File: src/hdl/i2c_master_bit_sequencer_core_assert.svh
// assertion helpers shared by the i2c master sequencer rtl
`ifndef I2C_MASTER_BIT_SEQUENCER_CORE_ASSERT_SVH
`define I2C_MASTER_BIT_SEQUENCER_CORE_ASSERT_SVH

// same-cycle implication, checked out of reset
`define I2CM_ASSERT_NOW(label, pre, post) \
  label: assert property (@(posedge clk) disable iff (!rst_n) (pre) |-> (post)) \
    else $error("i2cm same-cycle check failed");

// next-cycle implication, checked out of reset
`define I2CM_ASSERT_NEXT(label, pre, post) \
  label: assert property (@(posedge clk) disable iff (!rst_n) (pre) |=> (post)) \
    else $error("i2cm next-cycle check failed");

`endif

File: src/hdl/i2cm_pkg.sv
package i2cm_pkg;

  localparam int unsigned CfgWidth = 16;
  localparam int unsigned CmdWidth = 3;
  localparam int unsigned IdxWidth = 3;

  localparam logic [CmdWidth-1:0] CMD_NONE  = 3'd0;
  localparam logic [CmdWidth-1:0] CMD_INIT  = 3'd1;
  localparam logic [CmdWidth-1:0] CMD_START = 3'd2;
  localparam logic [CmdWidth-1:0] CMD_STOP  = 3'd3;
  localparam logic [CmdWidth-1:0] CMD_WRITE = 3'd4;
  localparam logic [CmdWidth-1:0] CMD_READ  = 3'd5;

  localparam logic [IdxWidth-1:0] CFG_LOW_TIME   = 3'd0;
  localparam logic [IdxWidth-1:0] CFG_HIGH_TIME  = 3'd1;
  localparam logic [IdxWidth-1:0] CFG_START_TIME = 3'd2;
  localparam logic [IdxWidth-1:0] CFG_STOP_TIME  = 3'd3;
  localparam logic [IdxWidth-1:0] CFG_FREE_TIME  = 3'd4;

  localparam logic [CfgWidth-1:0] LOW_TIME_RST   = 16'd100;
  localparam logic [CfgWidth-1:0] HIGH_TIME_RST  = 16'd50;
  localparam logic [CfgWidth-1:0] START_TIME_RST = 16'd50;
  localparam logic [CfgWidth-1:0] STOP_TIME_RST  = 16'd50;
  localparam logic [CfgWidth-1:0] FREE_TIME_RST  = 16'd100;

  localparam logic [3:0] BITS_PER_BYTE = 4'd8;

  typedef enum logic [14:0] {
    PH_IDLE     = 15'b000000000000001,
    PH_W_HIGH   = 15'b000000000000010,
    PH_W_POLL   = 15'b000000000000100,
    PH_SA_SETUP = 15'b000000000001000,
    PH_SA_HOLD  = 15'b000000000010000,
    PH_SO_SETUP = 15'b000000000100000,
    PH_SO_FREE  = 15'b000000001000000,
    PH_WR_LOW   = 15'b000000010000000,
    PH_WR_HIGH  = 15'b000000100000000,
    PH_WA_LOW   = 15'b000001000000000,
    PH_WA_HIGH  = 15'b000010000000000,
    PH_RD_LOW   = 15'b000100000000000,
    PH_RD_HIGH  = 15'b001000000000000,
    PH_RA_LOW   = 15'b010000000000000,
    PH_RA_HIGH  = 15'b100000000000000
  } phase_t;

  typedef struct packed {
    logic [CfgWidth-1:0] low_time;
    logic [CfgWidth-1:0] high_time;
    logic [CfgWidth-1:0] start_setup_time;
    logic [CfgWidth-1:0] stop_setup_time;
    logic [CfgWidth-1:0] bus_free_time;
  } cfg_t;

  typedef struct packed {
    logic scl_oe;
    logic scl_out;
    logic sda_oe;
    logic sda_out;
  } pins_t;

  typedef struct packed {
    phase_t              phase;
    logic [CmdWidth-1:0] active_cmd;
    logic [3:0]          bit_count;
    logic [7:0]          shift_byte;
    logic                ack_to_send;
    pins_t               pins;
    logic [7:0]          received_byte;
    logic                ack_flag;
  } seq_state_t;

  typedef struct packed {
    logic busy;
    logic done;
    logic dropped;
  } status_t;

  localparam pins_t PINS_RELEASED = '{scl_oe: 1'b0, scl_out: 1'b1, sda_oe: 1'b0, sda_out: 1'b1};

  localparam seq_state_t SEQ_RESET = '{
    phase:         PH_IDLE,
    active_cmd:    CMD_NONE,
    bit_count:     4'd0,
    shift_byte:    8'd0,
    ack_to_send:   1'b0,
    pins:          PINS_RELEASED,
    received_byte: 8'd0,
    ack_flag:      1'b0
  };

endpackage

File: src/hdl/i2cm_cfg.sv
module i2cm_cfg (
  input  logic                                clk,
  input  logic                                rst_n,
  input  logic                                cfg_we,
  input  logic [i2cm_pkg::IdxWidth-1:0]       cfg_index,
  input  logic [i2cm_pkg::CfgWidth-1:0]       cfg_wdata,
  output i2cm_pkg::cfg_t                      cfg
);

  i2cm_pkg::cfg_t cfg_r;
  i2cm_pkg::cfg_t cfg_nxt;

  always_comb begin
    cfg_nxt = cfg_r;
    if (cfg_we) begin
      unique case (cfg_index)
        i2cm_pkg::CFG_LOW_TIME:   cfg_nxt.low_time         = cfg_wdata;
        i2cm_pkg::CFG_HIGH_TIME:  cfg_nxt.high_time        = cfg_wdata;
        i2cm_pkg::CFG_START_TIME: cfg_nxt.start_setup_time = cfg_wdata;
        i2cm_pkg::CFG_STOP_TIME:  cfg_nxt.stop_setup_time  = cfg_wdata;
        i2cm_pkg::CFG_FREE_TIME:  cfg_nxt.bus_free_time    = cfg_wdata;
        default: ; // indexes past the register list are ignored
      endcase
    end
  end

  always_ff @(posedge clk) begin
    if (!rst_n) begin
      cfg_r.low_time         <= i2cm_pkg::LOW_TIME_RST;
      cfg_r.high_time        <= i2cm_pkg::HIGH_TIME_RST;
      cfg_r.start_setup_time <= i2cm_pkg::START_TIME_RST;
      cfg_r.stop_setup_time  <= i2cm_pkg::STOP_TIME_RST;
      cfg_r.bus_free_time    <= i2cm_pkg::FREE_TIME_RST;
    end else begin
      cfg_r <= cfg_nxt;
    end
  end

  assign cfg = cfg_r;

endmodule

File: src/hdl/i2cm_step.sv
module i2cm_step #(
  parameter int unsigned DELAY_WIDTH = 16
) (
  input  i2cm_pkg::seq_state_t                st,
  input  logic [DELAY_WIDTH-1:0]              dly,
  input  i2cm_pkg::cfg_t                      cfg,
  input  logic [i2cm_pkg::CmdWidth-1:0]       in_cmd,
  input  logic [7:0]                          in_write_byte,
  input  logic                                in_send_ack,
  input  logic                                in_scl_in,
  input  logic                                in_sda_in,
  output i2cm_pkg::seq_state_t                st_nxt,
  output logic [DELAY_WIDTH-1:0]              dly_nxt,
  output i2cm_pkg::status_t                   status
);

  localparam logic [DELAY_WIDTH-1:0] DlyOne = {{(DELAY_WIDTH-1){1'b0}}, 1'b1};

  // delay registers are 16 bits; the counter may be narrower or wider
  function automatic logic [DELAY_WIDTH-1:0] fit(input logic [i2cm_pkg::CfgWidth-1:0] v);
    logic [DELAY_WIDTH+i2cm_pkg::CfgWidth-1:0] wide;
    wide = {{DELAY_WIDTH{1'b0}}, v};
    return wide[DELAY_WIDTH-1:0];
  endfunction

  logic       cmd_ok;
  logic [3:0] bc_inc;
  logic [7:0] wr_shift;
  logic [7:0] rd_shift;

  assign cmd_ok   = (in_cmd >= i2cm_pkg::CMD_INIT) && (in_cmd <= i2cm_pkg::CMD_READ);
  assign bc_inc   = st.bit_count + 4'd1;
  assign wr_shift = {st.shift_byte[6:0], 1'b0};
  assign rd_shift = {st.shift_byte[6:0], in_sda_in};

  always_comb begin
    st_nxt         = st;
    dly_nxt        = dly;
    status.busy    = 1'b0;
    status.done    = 1'b0;
    status.dropped = 1'b0;
    if (st.phase != i2cm_pkg::PH_IDLE) begin
      status.dropped = cmd_ok;
      if (st.phase != i2cm_pkg::PH_W_POLL && dly > DlyOne) begin
        dly_nxt = dly - DlyOne;
      end else begin
        unique case (st.phase) inside
          i2cm_pkg::PH_W_HIGH, i2cm_pkg::PH_W_POLL: begin
            st_nxt.phase = i2cm_pkg::PH_W_POLL;
            // scl released and seen high: drive it and go on this same tick
            if (in_scl_in) begin
              st_nxt.pins.scl_oe = 1'b1;
              st_nxt.pins.sda_oe = 1'b1;
              if (st.active_cmd == i2cm_pkg::CMD_INIT) begin
                st_nxt.pins.sda_out = 1'b0;
                st_nxt.pins.scl_out = 1'b1;
                dly_nxt             = fit(cfg.stop_setup_time);
                st_nxt.phase        = i2cm_pkg::PH_SO_SETUP;
              end else begin
                st_nxt.pins.sda_out = 1'b1;
                dly_nxt             = fit(cfg.start_setup_time);
                st_nxt.phase        = i2cm_pkg::PH_SA_SETUP;
              end
            end
          end
          i2cm_pkg::PH_SA_SETUP: begin
            st_nxt.pins.sda_out = 1'b0;
            dly_nxt             = fit(cfg.start_setup_time);
            st_nxt.phase        = i2cm_pkg::PH_SA_HOLD;
          end
          i2cm_pkg::PH_SA_HOLD: begin
            st_nxt.pins.scl_out = 1'b0;
            st_nxt.phase        = i2cm_pkg::PH_IDLE;
            status.done         = 1'b1;
          end
          i2cm_pkg::PH_SO_SETUP: begin
            st_nxt.pins.sda_out = 1'b1;
            dly_nxt             = fit(cfg.bus_free_time);
            st_nxt.phase        = i2cm_pkg::PH_SO_FREE;
          end
          i2cm_pkg::PH_WR_LOW, i2cm_pkg::PH_WA_LOW: begin
            st_nxt.pins.scl_out = 1'b1;
            dly_nxt             = fit(cfg.high_time);
            st_nxt.phase        = (st.phase == i2cm_pkg::PH_WR_LOW) ?
                                  i2cm_pkg::PH_WR_HIGH : i2cm_pkg::PH_WA_HIGH;
          end
          i2cm_pkg::PH_WR_HIGH: begin
            st_nxt.pins.scl_out = 1'b0;
            st_nxt.bit_count    = bc_inc;
            st_nxt.shift_byte   = wr_shift;
            dly_nxt             = fit(cfg.low_time);
            if (bc_inc < i2cm_pkg::BITS_PER_BYTE) begin
              st_nxt.pins.sda_out = wr_shift[7];
              st_nxt.phase        = i2cm_pkg::PH_WR_LOW;
            end else begin
              // release sda for the slave ack
              st_nxt.pins.sda_oe  = 1'b0;
              st_nxt.pins.sda_out = 1'b1;
              st_nxt.phase        = i2cm_pkg::PH_WA_LOW;
            end
          end
          i2cm_pkg::PH_WA_HIGH: begin
            st_nxt.ack_flag     = ~in_sda_in;
            st_nxt.pins.scl_out = 1'b0;
            st_nxt.phase        = i2cm_pkg::PH_IDLE;
            status.done         = 1'b1;
          end
          i2cm_pkg::PH_RD_LOW: begin
            st_nxt.pins.scl_out = 1'b1;
            dly_nxt             = fit(cfg.high_time);
            st_nxt.phase        = i2cm_pkg::PH_RD_HIGH;
          end
          i2cm_pkg::PH_RD_HIGH: begin
            st_nxt.shift_byte   = rd_shift;
            st_nxt.pins.scl_out = 1'b0;
            st_nxt.bit_count    = bc_inc;
            dly_nxt             = fit(cfg.low_time);
            if (bc_inc < i2cm_pkg::BITS_PER_BYTE) begin
              st_nxt.phase = i2cm_pkg::PH_RD_LOW;
            end else begin
              st_nxt.pins.sda_out = ~st.ack_to_send;
              st_nxt.phase        = i2cm_pkg::PH_RA_LOW;
            end
          end
          i2cm_pkg::PH_RA_LOW: begin
            st_nxt.pins.sda_oe  = 1'b1;
            st_nxt.pins.scl_out = 1'b1;
            dly_nxt             = fit(cfg.high_time);
            st_nxt.phase        = i2cm_pkg::PH_RA_HIGH;
          end
          i2cm_pkg::PH_RA_HIGH: begin
            st_nxt.pins.scl_out  = 1'b0;
            st_nxt.received_byte = st.shift_byte;
            st_nxt.phase         = i2cm_pkg::PH_IDLE;
            status.done          = 1'b1;
          end
          default: begin
            // end of bus free time, or a phase code that cannot occur
            st_nxt.phase = i2cm_pkg::PH_IDLE;
            status.done  = 1'b1;
          end
        endcase
      end
    end else if (cmd_ok) begin
      st_nxt.active_cmd = in_cmd;
      unique case (in_cmd) inside
        i2cm_pkg::CMD_INIT, i2cm_pkg::CMD_START: begin
          st_nxt.pins.scl_oe  = 1'b0;
          st_nxt.pins.scl_out = 1'b1;
          dly_nxt             = fit(cfg.high_time);
          st_nxt.phase        = i2cm_pkg::PH_W_HIGH;
        end
        i2cm_pkg::CMD_STOP: begin
          st_nxt.pins.sda_oe  = 1'b1;
          st_nxt.pins.sda_out = 1'b0;
          st_nxt.pins.scl_out = 1'b1;
          dly_nxt             = fit(cfg.stop_setup_time);
          st_nxt.phase        = i2cm_pkg::PH_SO_SETUP;
        end
        i2cm_pkg::CMD_WRITE: begin
          st_nxt.shift_byte   = in_write_byte;
          st_nxt.bit_count    = 4'd0;
          st_nxt.pins.sda_oe  = 1'b1;
          st_nxt.pins.sda_out = in_write_byte[7];
          dly_nxt             = fit(cfg.low_time);
          st_nxt.phase        = i2cm_pkg::PH_WR_LOW;
        end
        default: begin
          st_nxt.ack_to_send  = in_send_ack;
          st_nxt.shift_byte   = 8'd0;
          st_nxt.bit_count    = 4'd0;
          st_nxt.pins.sda_oe  = 1'b0;
          st_nxt.pins.sda_out = 1'b1;
          dly_nxt             = fit(cfg.low_time);
          st_nxt.phase        = i2cm_pkg::PH_RD_LOW;
        end
      endcase
    end
    status.busy = (st_nxt.phase != i2cm_pkg::PH_IDLE);
  end

endmodule

File: src/hdl/i2c_master_bit_sequencer_core.sv
// sequencer state and output register load on the same edge; an accepted input transfer has
// its result in the output register next cycle; throughput: 1 transfer per cycle as long as
// an input transfer is taken, i.e. whenever the output register is empty or being drained
// reset: rst_n synchronous, active low; phase idle, pins released, delay registers back to
// their defaults, output register empty
`include "i2c_master_bit_sequencer_core_assert.svh"

module i2c_master_bit_sequencer_core #(
  parameter int unsigned DELAY_WIDTH = 16
) (
  input  logic                                clk,
  input  logic                                rst_n,
  input  logic                                cfg_we,
  input  logic [i2cm_pkg::IdxWidth-1:0]       cfg_index,
  input  logic [i2cm_pkg::CfgWidth-1:0]       cfg_wdata,
  input  logic                                in_valid,
  output logic                                in_ready,
  input  logic [i2cm_pkg::CmdWidth-1:0]       in_cmd,
  input  logic [7:0]                          in_write_byte,
  input  logic                                in_send_ack,
  input  logic                                in_scl_in,
  input  logic                                in_sda_in,
  output logic                                out_valid,
  input  logic                                out_ready,
  output logic                                out_scl_oe,
  output logic                                out_scl_out,
  output logic                                out_sda_oe,
  output logic                                out_sda_out,
  output logic                                out_busy_res,
  output logic                                out_done_res,
  output logic [7:0]                          out_read_byte,
  output logic                                out_ack_received,
  output logic                                out_cmd_dropped
);

  localparam logic [DELAY_WIDTH-1:0] DlyOne = {{(DELAY_WIDTH-1){1'b0}}, 1'b1};

  i2cm_pkg::cfg_t       cfg;
  i2cm_pkg::seq_state_t st_r;
  i2cm_pkg::seq_state_t st_nxt;
  logic [DELAY_WIDTH-1:0] delay_r;
  logic [DELAY_WIDTH-1:0] delay_nxt;
  i2cm_pkg::status_t    status;
  logic                 in_fire;
  logic                 dly_counting;

  logic                 out_valid_r;
  i2cm_pkg::pins_t      out_pins_r;
  i2cm_pkg::status_t    out_status_r;
  logic [7:0]           out_read_byte_r;
  logic                 out_ack_r;

  i2cm_cfg u_cfg (
    .clk       (clk),
    .rst_n     (rst_n),
    .cfg_we    (cfg_we),
    .cfg_index (cfg_index),
    .cfg_wdata (cfg_wdata),
    .cfg       (cfg)
  );

  i2cm_step #(
    .DELAY_WIDTH (DELAY_WIDTH)
  ) u_step (
    .st            (st_r),
    .dly           (delay_r),
    .cfg           (cfg),
    .in_cmd        (in_cmd),
    .in_write_byte (in_write_byte),
    .in_send_ack   (in_send_ack),
    .in_scl_in     (in_scl_in),
    .in_sda_in     (in_sda_in),
    .st_nxt        (st_nxt),
    .dly_nxt       (delay_nxt),
    .status        (status)
  );

  assign in_ready = ~out_valid_r | out_ready;
  assign in_fire  = in_valid & in_ready;

  always_ff @(posedge clk) begin
    if (!rst_n) begin
      st_r        <= i2cm_pkg::SEQ_RESET;
      delay_r     <= '0;
      out_valid_r <= 1'b0;
    end else begin
      if (in_fire) begin
        st_r    <= st_nxt;
        delay_r <= delay_nxt;
      end
      if (in_fire) begin
        out_valid_r <= 1'b1;
      end else if (out_ready) begin
        out_valid_r <= 1'b0;
      end
    end
  end

  // result payload, loaded with each input transfer
  always_ff @(posedge clk) begin
    if (in_fire) begin
      out_pins_r      <= st_nxt.pins;
      out_status_r    <= status;
      out_read_byte_r <= st_nxt.received_byte;
      out_ack_r       <= st_nxt.ack_flag;
    end
  end

  assign out_valid        = out_valid_r;
  assign out_scl_oe       = out_pins_r.scl_oe;
  assign out_scl_out      = out_pins_r.scl_out;
  assign out_sda_oe       = out_pins_r.sda_oe;
  assign out_sda_out      = out_pins_r.sda_out;
  assign out_busy_res     = out_status_r.busy;
  assign out_done_res     = out_status_r.done;
  assign out_read_byte    = out_read_byte_r;
  assign out_ack_received = out_ack_r;
  assign out_cmd_dropped  = out_status_r.dropped;

  // a transfer that only counts the running phase down
  assign dly_counting = in_fire && (st_r.phase != i2cm_pkg::PH_IDLE) &&
                        (st_r.phase != i2cm_pkg::PH_W_POLL) && (delay_r > DlyOne);

  `I2CM_ASSERT_NOW(a_done_not_busy, out_valid_r && out_done_res, !out_busy_res)
  `I2CM_ASSERT_NOW(a_drop_when_busy, in_fire && status.dropped, st_r.phase != i2cm_pkg::PH_IDLE)
  `I2CM_ASSERT_NOW(a_done_from_busy, in_fire && status.done, st_r.phase != i2cm_pkg::PH_IDLE)
  `I2CM_ASSERT_NEXT(a_hold_no_xfer, rst_n && !in_fire, $stable(st_r) && $stable(delay_r))
  `I2CM_ASSERT_NEXT(a_count_down, rst_n && dly_counting, delay_r == $past(delay_r) - DlyOne)

endmodule
File: config.mk
export PLATFORM = sky130hd
export DESIGN_NAME = i2c_master_bit_sequencer_core
export DESIGN_NICKNAME = d
export VERILOG_FILES = /design/src/hdl/i2cm_pkg.sv /design/src/hdl/i2cm_cfg.sv /design/src/hdl/i2cm_step.sv /design/src/hdl/i2c_master_bit_sequencer_core.sv
export VERILOG_INCLUDE_DIRS = /design/src /design/src/hdl
export SDC_FILE = /design/constraint.sdc
export NUM_CORES = 1
export LEC_CHECK = 0
export BUFFER_PORTS_ARGS = -buffer_cell sky130_fd_sc_hd__buf_2
export CORE_MARGIN = 2
export CORE_UTILIZATION = 60
export DETAILED_ROUTE_END_ITERATION = 8
export GPL_TIMING_DRIVEN = 1
export PLACE_DENSITY = 0.79
export SLEW_MARGIN = 30
export SYNTH_ARGS = -nofsm -noshare
export SYNTH_HDL_FRONTEND = slang
export SYNTH_SLANG_ARGS = --single-unit
File: constraint.sdc
create_clock -name clk -period 3.83 [get_ports clk]
set_clock_uncertainty 0.05 [all_clocks]
set_input_delay 0.5745 -clock clk [delete_from_list [all_inputs] [get_ports clk]]
set_output_delay 0.5745 -clock clk [all_outputs]
set_load 0.01 [all_outputs]
# After elaboration in Yosys (flattened, before gate mapping)
# Index checks and enable logic that the tools add are counted.
# classes
magnitude_cmp	4
eq_ne	30
n_reduce_logical	24
n_addsub	2
bitwise	7
muxes	43
# ops
cell	count
one-hot mux 15 bit (8 select lines)	1
two-way mux 16 bit	5
one-hot mux 16 bit (5 select lines)	1
one-hot mux 12 bit (2 select lines)	2
one-hot mux 12 bit (3 select lines)	1
two-way mux 35 bit	1
one-hot mux 16 bit (2 select lines)	1
two-way mux 15 bit	2
inequality test 15 x 1 -> 1 bit, second input constant	2
two-way mux 12 bit	2
greater-than comparator 16 x 1 -> 1 bit, second input constant	1
subtractor 16 x 1 -> 16 bit, second input constant	1
equality test 15 x 10 -> 1 bit, second input constant	1
equality test 15 x 11 -> 1 bit, second input constant	1
equality test 15 x 12 -> 1 bit, second input constant	1
equality test 15 x 13 -> 1 bit, second input constant	1
equality test 15 x 14 -> 1 bit, second input constant	1
equality test 15 bit, second input constant	1
equality test 15 x 2 -> 1 bit, second input constant	1
equality test 15 x 3 -> 1 bit, second input constant	1
equality test 15 x 4 -> 1 bit, second input constant	1
equality test 15 x 5 -> 1 bit, second input constant	1
equality test 15 x 6 -> 1 bit, second input constant	1
equality test 15 x 8 -> 1 bit, second input constant	1
41 further kinds	78
# word_totals
elab_cells	137
input_bits	38
reg_bits	157

# Longest topological paths before layout
# Gate-level depths: netlist of the first run.
# depth
depth_word	7
mapped_depth	10
depth_no_buf	9

# By module
# Synthesis of the first run repeated with hierarchy kept, for this count alone.
# unflattened
hier_cells	1096
area_unflattened_um2	9260.1
# modules_own_cells
module	cells_each	area_per_inst_um2	instances
i2cm_step	529	3271.9	1
i2cm_cfg	286	3010.4	1
i2c_master_bit_sequencer_core	281	2977.9	1

# Worst setup path after synthesis of the first run
# OpenSTA, ideal clock, no wires.
# synth_path
path_type	register to register
startpoint	reg st_r[43] (netlist bit)
endpoint	reg out_status_r, in the netlist out_busy_res, data pin
arrival_time_ps	2440
required_ps	3508
stages_incl_launch_ff	9
setup_ps	272
period_less_slack_ps	2762
path_slack_ps	1068
cell_sequence	dfxtp_1 -> clkbuf_1 -> nor3_2 -> nand3_1 -> or3_1 -> a21o_1 -> nor3_1 -> a31oi_1 -> or4_1
# synth_rtl
element	line	source
start: declaration	i2c_master_bit_sequencer_core.sv:39	i2cm_pkg::seq_state_t st_r;
start signal: assignment	i2c_master_bit_sequencer_core.sv:83	st_r <= i2cm_pkg::SEQ_RESET;
start signal: assignment	i2c_master_bit_sequencer_core.sv:88	st_r <= st_nxt;
end signal: assignment	i2c_master_bit_sequencer_core.sv:103	out_status_r <= status;
end: declaration	i2c_master_bit_sequencer_core.sv:49	i2cm_pkg::status_t out_status_r;

==> metrics list, run 1 <==
- The run finished with clean final reports.
* Slew HR: 37.4%
- First-pass GRT wire length: 39900 µm
- Warnings from Yosys: 0
- Largest fanout of any net on the critical path: 7
- Traced cell by cell, the critical path runs through nor4_2, nand3_1, or3_1, a21o_1, nor3_1, a31oi_1, or4_1.
- Max-cap violations in this run came to 0.
- VDD IR max: 0.000348 V
* Total count of max-transition violations in the final report: 0
* CTS Hold Bufs: 0
- Dividing total power by cell area gives a power density of 464 nW/µm².
- Count of buffers from port buffering: 55
- Element type at the critical path start: flip-flop
- At the end of the flow, the number of nets in the layout was 1126.
* Post-synth net total: 1102
- For this run the aggregate overflow at the end of global routing stands at 0.
* Clock transition at the registers of the reported paths: 0.06 ns
- The critical path runs through a total of 7 cells.
* Number of enable flip-flop cells after synthesis: 16
* Post-synthesis register bit count: 157
* Chip width: 122 µm
- On the worst path, the slowest cell contributes a delay of 0.55 ns.
* Worst reg2reg setup slack: 0.49 ns
* Most used flip-flop cell after synthesis: sky130_fd_sc_hd__dfxtp_1
- Summing the sequential cell areas from Yosys gives 39.6% of the chip area.
* Post-layout minimum cycle time: 3.34 ns
* Share of flip-flops with an asynchronous set or reset after synthesis: 0%
- Data arrives at the worst endpoint at 3.46 ns.
- Accumulated negative setup slack: 0 ns
- Based on the critical path, the design can be clocked at up to 299 MHz.
- In the final routed layout, each cell accounts on average for 19.6 µm.
- Number of buffer and inverter instances along the worst setup path: 0
* Crit path kind: reg2reg
* Total design power: 4.34 mW
* Final setup violation count: 0
* Total wirelength of the detailed-routed design: 25000 µm
* CP Capture Type: flip-flop
- Of the cells placed in the final design, the portion with a size suffix greater than 1 is 13.8%.
- H-Tree Level Count: 4
- Counting every sink on the clock net gives 157.
* Clock latency on the worst-skew pair: 0.44 ns
- The number of cells on the worst reg-to-reg path is 7.
- Final worst path period share: 87.2%
- In the routed layout, each cell is associated on average with a via count of 6.50.
- Die ar.: 14900 µm²
* Post-route antenna net violation count: 0
- Before antenna repair, the detailed router went through 7 iterations.
* Total half-perimeter wirelength after legalization and detailed placement: 16700 µm
- Counting distinct cell types in the post-synthesis netlist gives 69.
- Leading cell types by count after synthesis: sky130_fd_sc_hd__nand2_1 (234), sky130_fd_sc_hd__dfxtp_1 (141), sky130_fd_sc_hd__a21oi_1 (116)
- RSZ-0062 raised after global routing: no
- Post-route DRC: 0
* Cell area after synthesis: 8340 µm²
- P&R area growth vs syn: 12.0%
- Core region area: 13700 µm²
- Required time of the worst setup path: 3.95 ns
- Total via count after detailed routing: 8313
- Initial Util: 60.8%
- The min-delay analysis places its worst path in the category in2reg.
- The number of antenna diodes in the final layout is 0.
- Measured along the y axis, the die boundary spans 122 µm.
* Root buf cell: sky130_fd_sc_hd__clkbuf_16
- Fill cells in the final layout number 1169.
- Std cell rows: 43
- The hold violation total from the final report was 0.
- Total CTS buffers: 17
- At the pin with the least slew margin, the transition time is 0.928 ns.
- By instance count, the leading cell after synthesis is sky130_fd_sc_hd__nand2_1.
- Counting instances, the worst hold path has a depth of 3.
- Largest net degree at the start of global routing: 40
- Via count of the first global-routing pass: 7704
- Resized cells post-CTS: 0
* GRT Overall Usage: 34.4%
- DRC violation total after the first TritonRoute iteration: 1037
* Syn Area/Cell: 7.86 µm²
* Number of antenna violations at the first check in global routing: 0
- The congestion estimate from routability-driven global placement came to 1.07.
- Cell family with the largest share of critical-path delay: simple AND/OR/NAND/NOR gates
- Pin placement for this block handled 56 I/O pins.
- TritonCTS built the clock tree.
- Area share of the leading cell type in the synthesized netlist: 33.8%
- Summed over all instances, the cell type with the most area after synthesis is sky130_fd_sc_hd__dfxtp_1.
- Synthesis produced 1061 cells.
- Cell at the slowest stage of the critical path: sky130_fd_sc_hd__nor4_2
* Setup Fix Bufs, Post-CTS: 0
* Top cells by area in the synthesized netlist: sky130_fd_sc_hd__dfxtp_1 (34%), sky130_fd_sc_hd__nand2_1 (11%), sky130_fd_sc_hd__a21oi_1 (7.0%), sky130_fd_sc_hd__edfxtp_1 (5.8%), sky130_fd_sc_hd__nor2_1 (3.6%)
* Pleak: 3.51 nW
* Worst-case clock buffer depth: 2
==> area by class of cell <==
cell class,instances,area [µm²],area share (%)
Clock buffer,18,429,4.59
Clock inverter,14,141,1.51
Inverter,10,38.8,0.415
Multi-Input combinational cell,814,4700,50.3
Sequential cell,157,3300,35.4
Tap cell,180,225,2.41
Timing Repair Buffer,85,500,5.36
==> final timing paths <==
path / endpoint / startpoint
setup / recovery: out_busy_res / st_r[32]
hold / removal: out_valid / in_valid
setup reg to reg: out_busy_res / st_r[32]
hold reg to reg: u_cfg.cfg[14] / u_cfg.cfg[14]
==> logic make-up after synthesis <==
family | count (synthesis) | share of synthesized area, %
buffers and inverters | 90 | 4.20
muxes | 52 | 6.60
DFF | 157 | 39.6
AOI/OAI and AO/OA | 260 | 20.4
and+or+nand+nor | 480 | 26.7
xor gates and xnor gates | 19 | 1.99
adders and majority gates | 3 | 0.450
==> where the power goes <==
part,internal [mW],leakage [nW],total (mW),switching (mW)
Clock,0.958,0.266,1.68,0.717
Combinational,0.311,1.94,0.851,0.540
Sequential,1.74,1.30,1.81,0.0692
Total,3.01,3.51,4.34,1.33
==> metrics by stage <==
step           hold slack (ns)  cells  util [%]  worst slack (ns)  cell area, µm²
2_1_floorplan            0.386   1061         -              1.07            8340
3_3_place_gp             0.391   1246      63.9             0.608            8760
3_5_place_dp             0.400   1246      63.9             0.587            8760
4_1_cts                  0.325   1278      68.0             0.545            9340
5_1_grt                  0.347   1278      68.1             0.318            9340
6_report                 0.334   1278      68.1             0.490            9340
==> placed cells by master (no fill, tap or decap), drive strengths merged, types with 5 or more instances in the layout <==
| cell type | count |
|---|---|
| a22oi | 13 |
| a222oi | 16 |
| mux2i | 28 |
| nor2b | 5 |
| nor4 | 18 |
| edfxtp | 16 |
| a31oi | 10 |
| xnor2 | 8 |
| o2111ai | 6 |
| and3 | 8 |
| or3 | 6 |
| mux2 | 24 |
| a21oi | 116 |
| o21ai | 32 |
| xor2 | 11 |
| nand3 | 42 |
| dfxtp | 141 |
| nor2 | 80 |
| nor3 | 34 |
| buf | 85 |
| a22o | 13 |
| nor3b | 10 |
| clkinv | 6 |
| inv | 12 |
| or4 | 8 |
| nand2b | 5 |
| nand4 | 8 |
| o211ai | 13 |
| nand2 | 235 |
| clkbuf | 18 |
| and2 | 6 |
| a221oi | 9 |
==> registers in the layout, indices dropped and copies added, names as in the netlist <==
register          cells
u_cfg.cfg            80
st_r                 44
delay_r              16
out_read_byte         8
out_ack_received      1
out_busy_res          1
out_cmd_dropped       1
out_done_res          1
out_scl_oe            1
out_scl_out           1
out_sda_oe            1
out_sda_out           1
out_valid             1
==> layer usage <==
layer	vias to the layer above	share of wire (%)	global-route usage, %
li1	3892	-	-
met1	3922	41	44.1
met2	408	47	54.7
met3	91	8.7	7.68
met4	0	3.8	17.1
met5	-	0	0
==> tightest hold or removal path: stages <==
cell                      delay [ns]
sky130_fd_sc_hd__buf_2          0.10
sky130_fd_sc_hd__inv_1          0.04
sky130_fd_sc_hd__a21oi_1        0.05
Note: power is estimated with default switching activity, not from simulation.
==> run 2, diff against run 1 <==
--- a/config.mk
+++ b/config.mk
@@ -15,4 +15,5 @@
 export SLEW_MARGIN = 30
 export SYNTH_ARGS = -nofsm -noshare
 export SYNTH_HDL_FRONTEND = slang
+export SYNTH_HIERARCHICAL = 1
 export SYNTH_SLANG_ARGS = --single-unit
==> metrics list, run 2 <==
- Post-synth net total: 1137 (+3.2%)
- The I/O pin count was 56 (unchanged).
- Slew HR: 48.2% (+11 points)
- H-Tree Level Count: 4 (unchanged)
- Largest net degree at the start of global routing: 105 (+160%)
* Total via count after detailed routing: 8339 (+0.31%)
- The critical path is of the reg2reg type.
- Worst-margin pin slew: 0.777 ns (-0.151 ns)
* Number of clock sinks: 157 (unchanged)
- The initial antenna violation count came to 0 (unchanged).
* Sequential Area: 3300 µm² (unchanged)
- DRC violation total after the first TritonRoute iteration: 809 (-22%)
- The placer congestion estimate was 0.970 (-9.0%).
* Syn Area/Cell: 8.45 µm² (+7.5%)
* Utilization after layout: 67.0% (-1.1 points)
- Total count of max-transition violations in the final report: 0 (unchanged)
- Arrival time of the worst setup path: 3.36 ns (-0.10 ns)
* Flip-flop count of the largest register, all copies and words added: 80 (unchanged)
- The global-route wire length before repair came to 40100 µm (+0.41%).
* Top cells by area in the synthesized netlist: sky130_fd_sc_hd__dfxtp_1 (30%), sky130_fd_sc_hd__mux2i_1 (16%), sky130_fd_sc_hd__nand2_1 (11%), sky130_fd_sc_hd__edfxtp_1 (5.2%), sky130_fd_sc_hd__nor2_1 (2.5%)
- Share of flip-flops with an asynchronous set or reset after synthesis: 0% (unchanged)
- Std cell rows: 45 (+4.7%)
- Largest fanout of any net on the critical path: 14 (+7)
- Peak clock frequency supported by timing: 308 MHz (+2.7%)
- P&R area growth vs syn: 9.55%
- The later-pin clock latency in the skew report came to 0.44 ns (about the same).
- GRT Overall Usage: 30.6% (-3.8 points)
* Total half-perimeter wirelength after legalization and detailed placement: 16200 µm (-2.8%)
- The DRC violations left came to 0 (unchanged).
- Accumulated negative setup slack: 0 ns (unchanged)
- Layout cells sized above 1: 14.3% (+0.60 points)
- Cell at the slowest stage of the critical path: sky130_fd_sc_hd__a32oi_2
- Required time of the worst setup path: 3.94 ns (about the same)
- Cell family with the largest share of critical-path delay: compound AO/OA/AOI/OAI gates
* Fillers: 1269 (+8.6%)
- Diode count: 0 (unchanged)
- The total number of yosys warnings came to 6 (+6).
- The sum of routed wire length over all layers was 24800 µm (-0.86%).
- The top-area cell type share of the netlist area was 30.5% (-3.4 points).
* Critical Path, Cell by Cell: inv_1, ha_1, o21ba_2, and3_1, a32oi_2, buf_4, mux2i_1, o21ai_0, nor3_1, nand4_1
- Element type at the critical path start: flip-flop
- Clock transition at the registers of the reported paths: 0.07 ns (about the same)
- The footprint of the multi-input gates came to 5430 µm² (+15%).
- The maximum root-to-sink buffer count came to 2 (unchanged).
* RSZ-0062 raised after global routing: no
* Reported max-cap violation count: 0 (unchanged)
* Post-route antenna net violation count: 0 (unchanged)
- The setup-violating endpoint count in the final report came to 0 (unchanged).
* CP peak stage delay: 0.63 ns (+0.08 ns)
* Library cell with the largest summed area after synthesis: sky130_fd_sc_hd__dfxtp_1
- Final worst path period share: 84.9% (-2.3 points)
* Total iterations of the first detailed-routing run: 8 (+1)
- Number of vias per cell after detailed routing: 6.33 (-2.7%)
* Via count of the first global-routing pass: 8062 (+4.6%)
- The top cell types in the final layout, fill and taps aside, are sky130_fd_sc_hd__nand2_1 (273), sky130_fd_sc_hd__mux2i_1 (149), sky130_fd_sc_hd__dfxtp_1 (141).
- Leaving out fill and tap cells, the most frequent cell in the layout is sky130_fd_sc_hd__nand2_1.
- Number of nets in the layout: 1157 (+2.8%)
* Die ar.: 16400 µm² (+11%)
- The total power per unit cell area is 444 nW/µm² (-4.4%).
- The gate count of the mapped netlist came to 1096 (+3.3%).
- In the synthesized netlist the dominant register cell turns out to be sky130_fd_sc_hd__dfxtp_1.
* Post-layout minimum cycle time: 3.25 ns (-0.0876 ns)
- The worst setup path is captured at a flip-flop.
- The total CTS buffers is 17 (unchanged).
- Post-route worst hold slack: 0.369 ns (+0.0344 ns)
* Clock tree from TritonCTS: yes
- Run status: complete, no violations
- VDD IR max: 0.000368 V (+5.7%)
- By instance count, the leading cell after synthesis is sky130_fd_sc_hd__nand2_1.
- The worst path buffer plus inverter count came to 2 (+2).
- The tree is rooted in a sky130_fd_sc_hd__clkbuf_16.
* Unique masters post-synth: 83 (+20%)
- The overall die height is 128 µm (+5.2%).
- CTS Hold Bufs: 0 (unchanged)
- Count of buffers from port buffering: 55 (unchanged)
- The count of buffers added by post-CTS timing repair for setup came to 0 (unchanged).
- The sequential fraction of the synthesis area was 35.7% (-3.9 points).
- The pre-CTS setup slack is 0.636 ns (+0.0485 ns).
* Final Hold Fails: 0 (unchanged)
- The post-synthesis sequential element count came to 157 (unchanged).
- The number of enable-type register cells in the synthesized netlist came to 16 (unchanged).
* WL per Instance: 18.8 µm (-3.8%)
- Resized cells post-CTS: 0 (unchanged)
* Cell area after synthesis: 9260 µm² (+11%)
- Hold/Removal Path Class: in2reg
* GR Overflow Total: 0 (unchanged)
- Pleak: 4.30 nW (+23%)
- The die span in x came to 128 µm (+5.2%).
- Final setup slack of the worst path: 0.578 ns (+0.0876 ns)
- Initial Util: 61.1% (+0.34 points)
- Counting instances in the post-synthesis netlist gives the leading cell types as sky130_fd_sc_hd__nand2_1 (273), sky130_fd_sc_hd__mux2i_1 (149), sky130_fd_sc_hd__dfxtp_1 (141).
* Core region area: 15100 µm² (+10%)
[run 2: kinds of logic after synthesis]
family	share of synthesized area, %
AO/OA/AOI/OAI	13.3
XOR/XNOR	1.50
adder cells (fa/ha/maj)	0.405
buffers and inverters	5.97
flip-flops	35.7
multiplexers	18.5
AND/OR/NAND/NOR	24.6
[run 2: stage by stage]
| step | total power, mW | instances | cell area (µm²) |
|---|---|---|---|
| 2_1_floorplan | 2.55 | 1096 | 9260 |
| 3_3_place_gp | 2.76 | 1285 | 9550 |
| 3_5_place_dp | 2.78 | 1285 | 9550 |
| 4_1_cts | 4.49 | 1317 | 10100 |
| 5_1_grt | 4.68 | 1317 | 10100 |
| 6_report | 4.50 | 1317 | 10100 |
[run 2: worst min-delay path: stages]
cell and delay [ns]:
sky130_fd_sc_hd__buf_2 0.09, sky130_fd_sc_hd__nor2b_1 0.05, sky130_fd_sc_hd__mux2i_1 0.11
[run 2: layer usage]
layer	routed length (µm)	GRT usage (%)	vias up
met5	0	0	-
met4	979	14.5	0
met3	1730	6.26	85
met2	11700	51.6	371
met1	10400	37.4	3926
li1	-	-	3957
[run 2: final timing paths]
path | startpoint | to | slack, ns | cells past startpoint
hold reg to reg | st_r[8] | st_r[8] | 0.41 | 2
setup / recovery | delay_r[0] | out_busy_res | 0.58 | 10
setup reg to reg | delay_r[0] | out_busy_res | 0.58 | 10
hold / removal | cfg_wdata[6] | u_cfg/cfg[6] | 0.37 | 3
[run 2: final cells by class]
class	instances	area share, %
clock buffers	20	4.50
clock inverters	12	1.33
inverters	21	0.777
multi-input cells	837	53.5
flip-flops and latches	157	32.6
well taps	188	2.32
repair buffers	82	5.02
[run 2: power by group]
part	switching, mW	total, mW	internal, mW
clock network	0.732	1.73	1.00
logic	0.565	0.935	0.371
registers	0.0954	1.83	1.74
==> run 3, diff against run 2 <==
--- a/config.mk
+++ b/config.mk
@@ -8,10 +8,10 @@
 export LEC_CHECK = 0
 export BUFFER_PORTS_ARGS = -buffer_cell sky130_fd_sc_hd__buf_2
 export CORE_MARGIN = 2
-export CORE_UTILIZATION = 60
+export CORE_UTILIZATION = 56
 export DETAILED_ROUTE_END_ITERATION = 8
 export GPL_TIMING_DRIVEN = 1
-export PLACE_DENSITY = 0.79
+export PLACE_DENSITY = 0.77
 export SLEW_MARGIN = 30
 export SYNTH_ARGS = -nofsm -noshare
 export SYNTH_HDL_FRONTEND = slang
==> constraint.sdc (replaced) <==
create_clock -name clk -period 2.9 [get_ports clk]
set_clock_uncertainty 0.05 [all_clocks]
set_input_delay 0.435 -clock clk [delete_from_list [all_inputs] [get_ports clk]]
set_output_delay 0.435 -clock clk [all_outputs]
set_load 0.01 [all_outputs]
==> metrics list, run 3 (synthesis results as in run 2) <==
* Run status: complete, no violations
* CP Capture Type: flip-flop
- Peak clock frequency supported by timing: 360 MHz (+17%)
* Total wirelength of the detailed-routed design: 25100 µm (+1.1%)
- Root buf cell: sky130_fd_sc_hd__clkbuf_16
* Required time of the worst setup path: 3.16 ns (-0.78 ns)
- P&R area growth vs syn: 15.2%
- The number of levels the H-tree was split into was 4 (unchanged).
- First-pass GRT wire length: 40800 µm (+1.7%)
- The number of antenna cells inserted was 0 (unchanged).
- Hold/Removal Path Class: in2reg
- Post-route antenna net violation count: 0 (unchanged)
- Startpoint of the worst-slack reg-to-reg timing path: delay_r[0]
* Initial Util: 56.6% (-4.5 points)
- Reg-to-reg critical path endpoint: delay_r[14]
- The static power due to leakage came to 4.60 nW (+6.9%).
* Total CTS buffers: 17 (unchanged)
- Setup repair after global routing left no endpoint under its margin.
* Clock tree from TritonCTS: yes
- Total iterations of the first detailed-routing run: 6 (-2)
- The count of cells along the worst register-to-register path is 11 (+1).
- The cell row count was 47 (+4.4%).
- Most frequent cells in the layout: sky130_fd_sc_hd__nand2_1 (273), sky130_fd_sc_hd__mux2i_1 (149), sky130_fd_sc_hd__dfxtp_1 (139)
- STA classifies the critical path startpoint as a flip-flop.
- The post-detailed-route wirelength per cell was 17.8 µm (-5.5%).
- The sequential cell area in the final layout was 3310 µm² (about the same).
- GR Overflow Total: 0 (unchanged)
- In this run the worst setup path begins at delay_r[0].
- Crit path kind: reg2reg
- Worst slack, placed: 0.0716 ns (-0.564 ns)
* Non-Filler Cell Area, Final: 10700 µm² (+5.2%)
- Final setup violation count: 0 (unchanged)
- The hold violation total from the final report is 0 (unchanged).
* Vertical extent of the die: 133 µm (+3.4%)
* Final setup slack of the worst path: 0.123 ns (-0.455 ns)
- Post-layout minimum cycle time: 2.78 ns (-0.475 ns)
* Total count of max-transition violations in the final report: 0 (unchanged)
- The pin count of the biggest net entering global routing was 71 (-32%).
- The via count came to 8525 (+2.2%).
* Largest fanout of any net on the critical path: 4 (-10)
* Worst reg2reg setup slack: 0.12 ns (-0.45 ns)
* DRC violation total after the first TritonRoute iteration: 816 (+0.87%)
- The number of maximum-capacitance violations was 0 (unchanged).
- The later-pin clock latency in the skew report came to 0.44 ns (about the same).
- Number of vias per cell after detailed routing: 6.05 (-4.4%)
- The maximum vdd drop came to 0.000504 V (+37%).
* Arrival time of the worst setup path: 3.04 ns (-0.32 ns)
- The post-place instance area was 10100 µm² (+5.4%).
- The most critical setup path has its endpoint at delay_r[14].
- The initial antenna violation count was 0 (unchanged).
- Post-route DRC: 0 (unchanged)
- The cts-stage hold buffer count was 0 (unchanged).
* Flip-flop count of the largest register, all copies and words added: 80 (unchanged)
- Die ar.: 17600 µm² (+6.9%)
* Power density relative to cell area: 560 nW/µm² (+26%)
* Most frequent standard cell in the layout excluding fill and tap cells: sky130_fd_sc_hd__nand2_1
* Chip width: 133 µm (+3.4%)
- Layout cells sized above 1: 19.2% (+4.8 points)
* Top Ports: 56 (unchanged)
- The transition time at the pin with the least slew margin came to 0.811 ns (+0.0347 ns).
* Count of buffers from port buffering: 55 (unchanged)
- Via count of the first global-routing pass: 8117 (+0.68%)
- The total negative slack was 0 ns (unchanged).
- Number of clock sinks: 157 (unchanged)
* Routability congestion estimate: 0.976 (+0.69%)
* GRT Overall Usage: 28.3% (-2.3 points)
- The worst slew slack as a fraction of its limit is 45.9% (-2.3 points).
- The area inside the core boundary was 16300 µm² (+7.9%).
- Fillers: 1426 (+12%)
* Worst-case clock buffer depth: 2 (unchanged)
- Final worst path period share: 95.8% (+11 points)
- Multi-input logic area: 5450 µm² (+0.44%)
* Clock transition at the registers of the reported paths: 0.07 ns (about the same)
- The detailed placer's ending HPWL was 17300 µm (+6.9%).
- Number of nets in the layout: 1217 (+5.2%)
==> run 3: where the power goes <==
part / switching [mW] / internal [mW] / total [mW]
clock network: 0.992 / 1.12 / 2.11
registers: 0.0899 / 2.29 / 2.38
logic: 0.838 / 0.636 / 1.47
==> run 3: critical path: stages, from the launching register on <==
cell and delay [ns]:
sky130_fd_sc_hd__dfxtp_1 0.32, sky130_fd_sc_hd__inv_2 0.09, sky130_fd_sc_hd__ha_4 0.14, sky130_fd_sc_hd__or3b_4 0.39, sky130_fd_sc_hd__or3_4 0.35, sky130_fd_sc_hd__or3_4 0.34
sky130_fd_sc_hd__or4b_4 0.54, sky130_fd_sc_hd__xnor2_2 0.14, sky130_fd_sc_hd__o21ai_1 0.12, sky130_fd_sc_hd__nor2_1 0.06, sky130_fd_sc_hd__nand2_1 0.06, sky130_fd_sc_hd__mux2i_1 0.06
==> run 3: worst min path at each step <==
stage / from / endpoint / slack [ns] / depth (start not counted)
after floorplan: st_r[1] / st_r[1] / 0.38 / 2
after global placement: st_r[4] / st_r[4] / 0.39 / 2
after detailed placement: st_r[8] / st_r[8] / 0.40 / 2
after CTS: cfg_wdata[1] / u_cfg/cfg[65] / 0.22 / 3
after global routing: cfg_wdata[1] / u_cfg/cfg[65] / 0.23 / 3
final: cfg_wdata[1] / u_cfg/cfg[65] / 0.22 / 3
==> run 3: routing by layer <==
layer  routed length (µm)  vias to the layer above  global-route usage, %
met5                    0                        -                      0
met4                  703                        0                   9.92
met3                 1580                       69                   5.10
met2                12000                      355                   48.1
met1                10800                     4023                   36.3
li1                     -                     4078                      -
==> run 3: layout make-up <==
type	instances	area share, %
tap	220	2.58
clock inverter	15	1.16
timing repair buffer	142	9.46
inverter	21	0.739
clock buffer	17	3.99
sequential	157	31.0
multi-input combinational	837	51.1
==> run 3: per-stage QoR <==
| stage | total power, mW | hold slack, ns | util, % | std cells |
|---|---|---|---|---|
| 2_1_floorplan | 3.37 | 0.381 | - | 1096 |
| 3_3_place_gp | 3.82 | 0.389 | 61.6 | 1374 |
| 3_5_place_dp | 3.84 | 0.403 | 61.6 | 1374 |
| 4_1_cts | 5.94 | 0.218 | 65.0 | 1406 |
| 5_1_grt | 6.20 | 0.234 | 65.3 | 1409 |
| 6_report | 5.97 | 0.224 | 65.3 | 1409 |
==> run 3: what timing repair did <==
action	4_1_cts	5_1_grt
resized for setup	0	7
buffers inserted	0	3
setup endpoints to repair	0	21
endpoints found under the hold margin	0	0
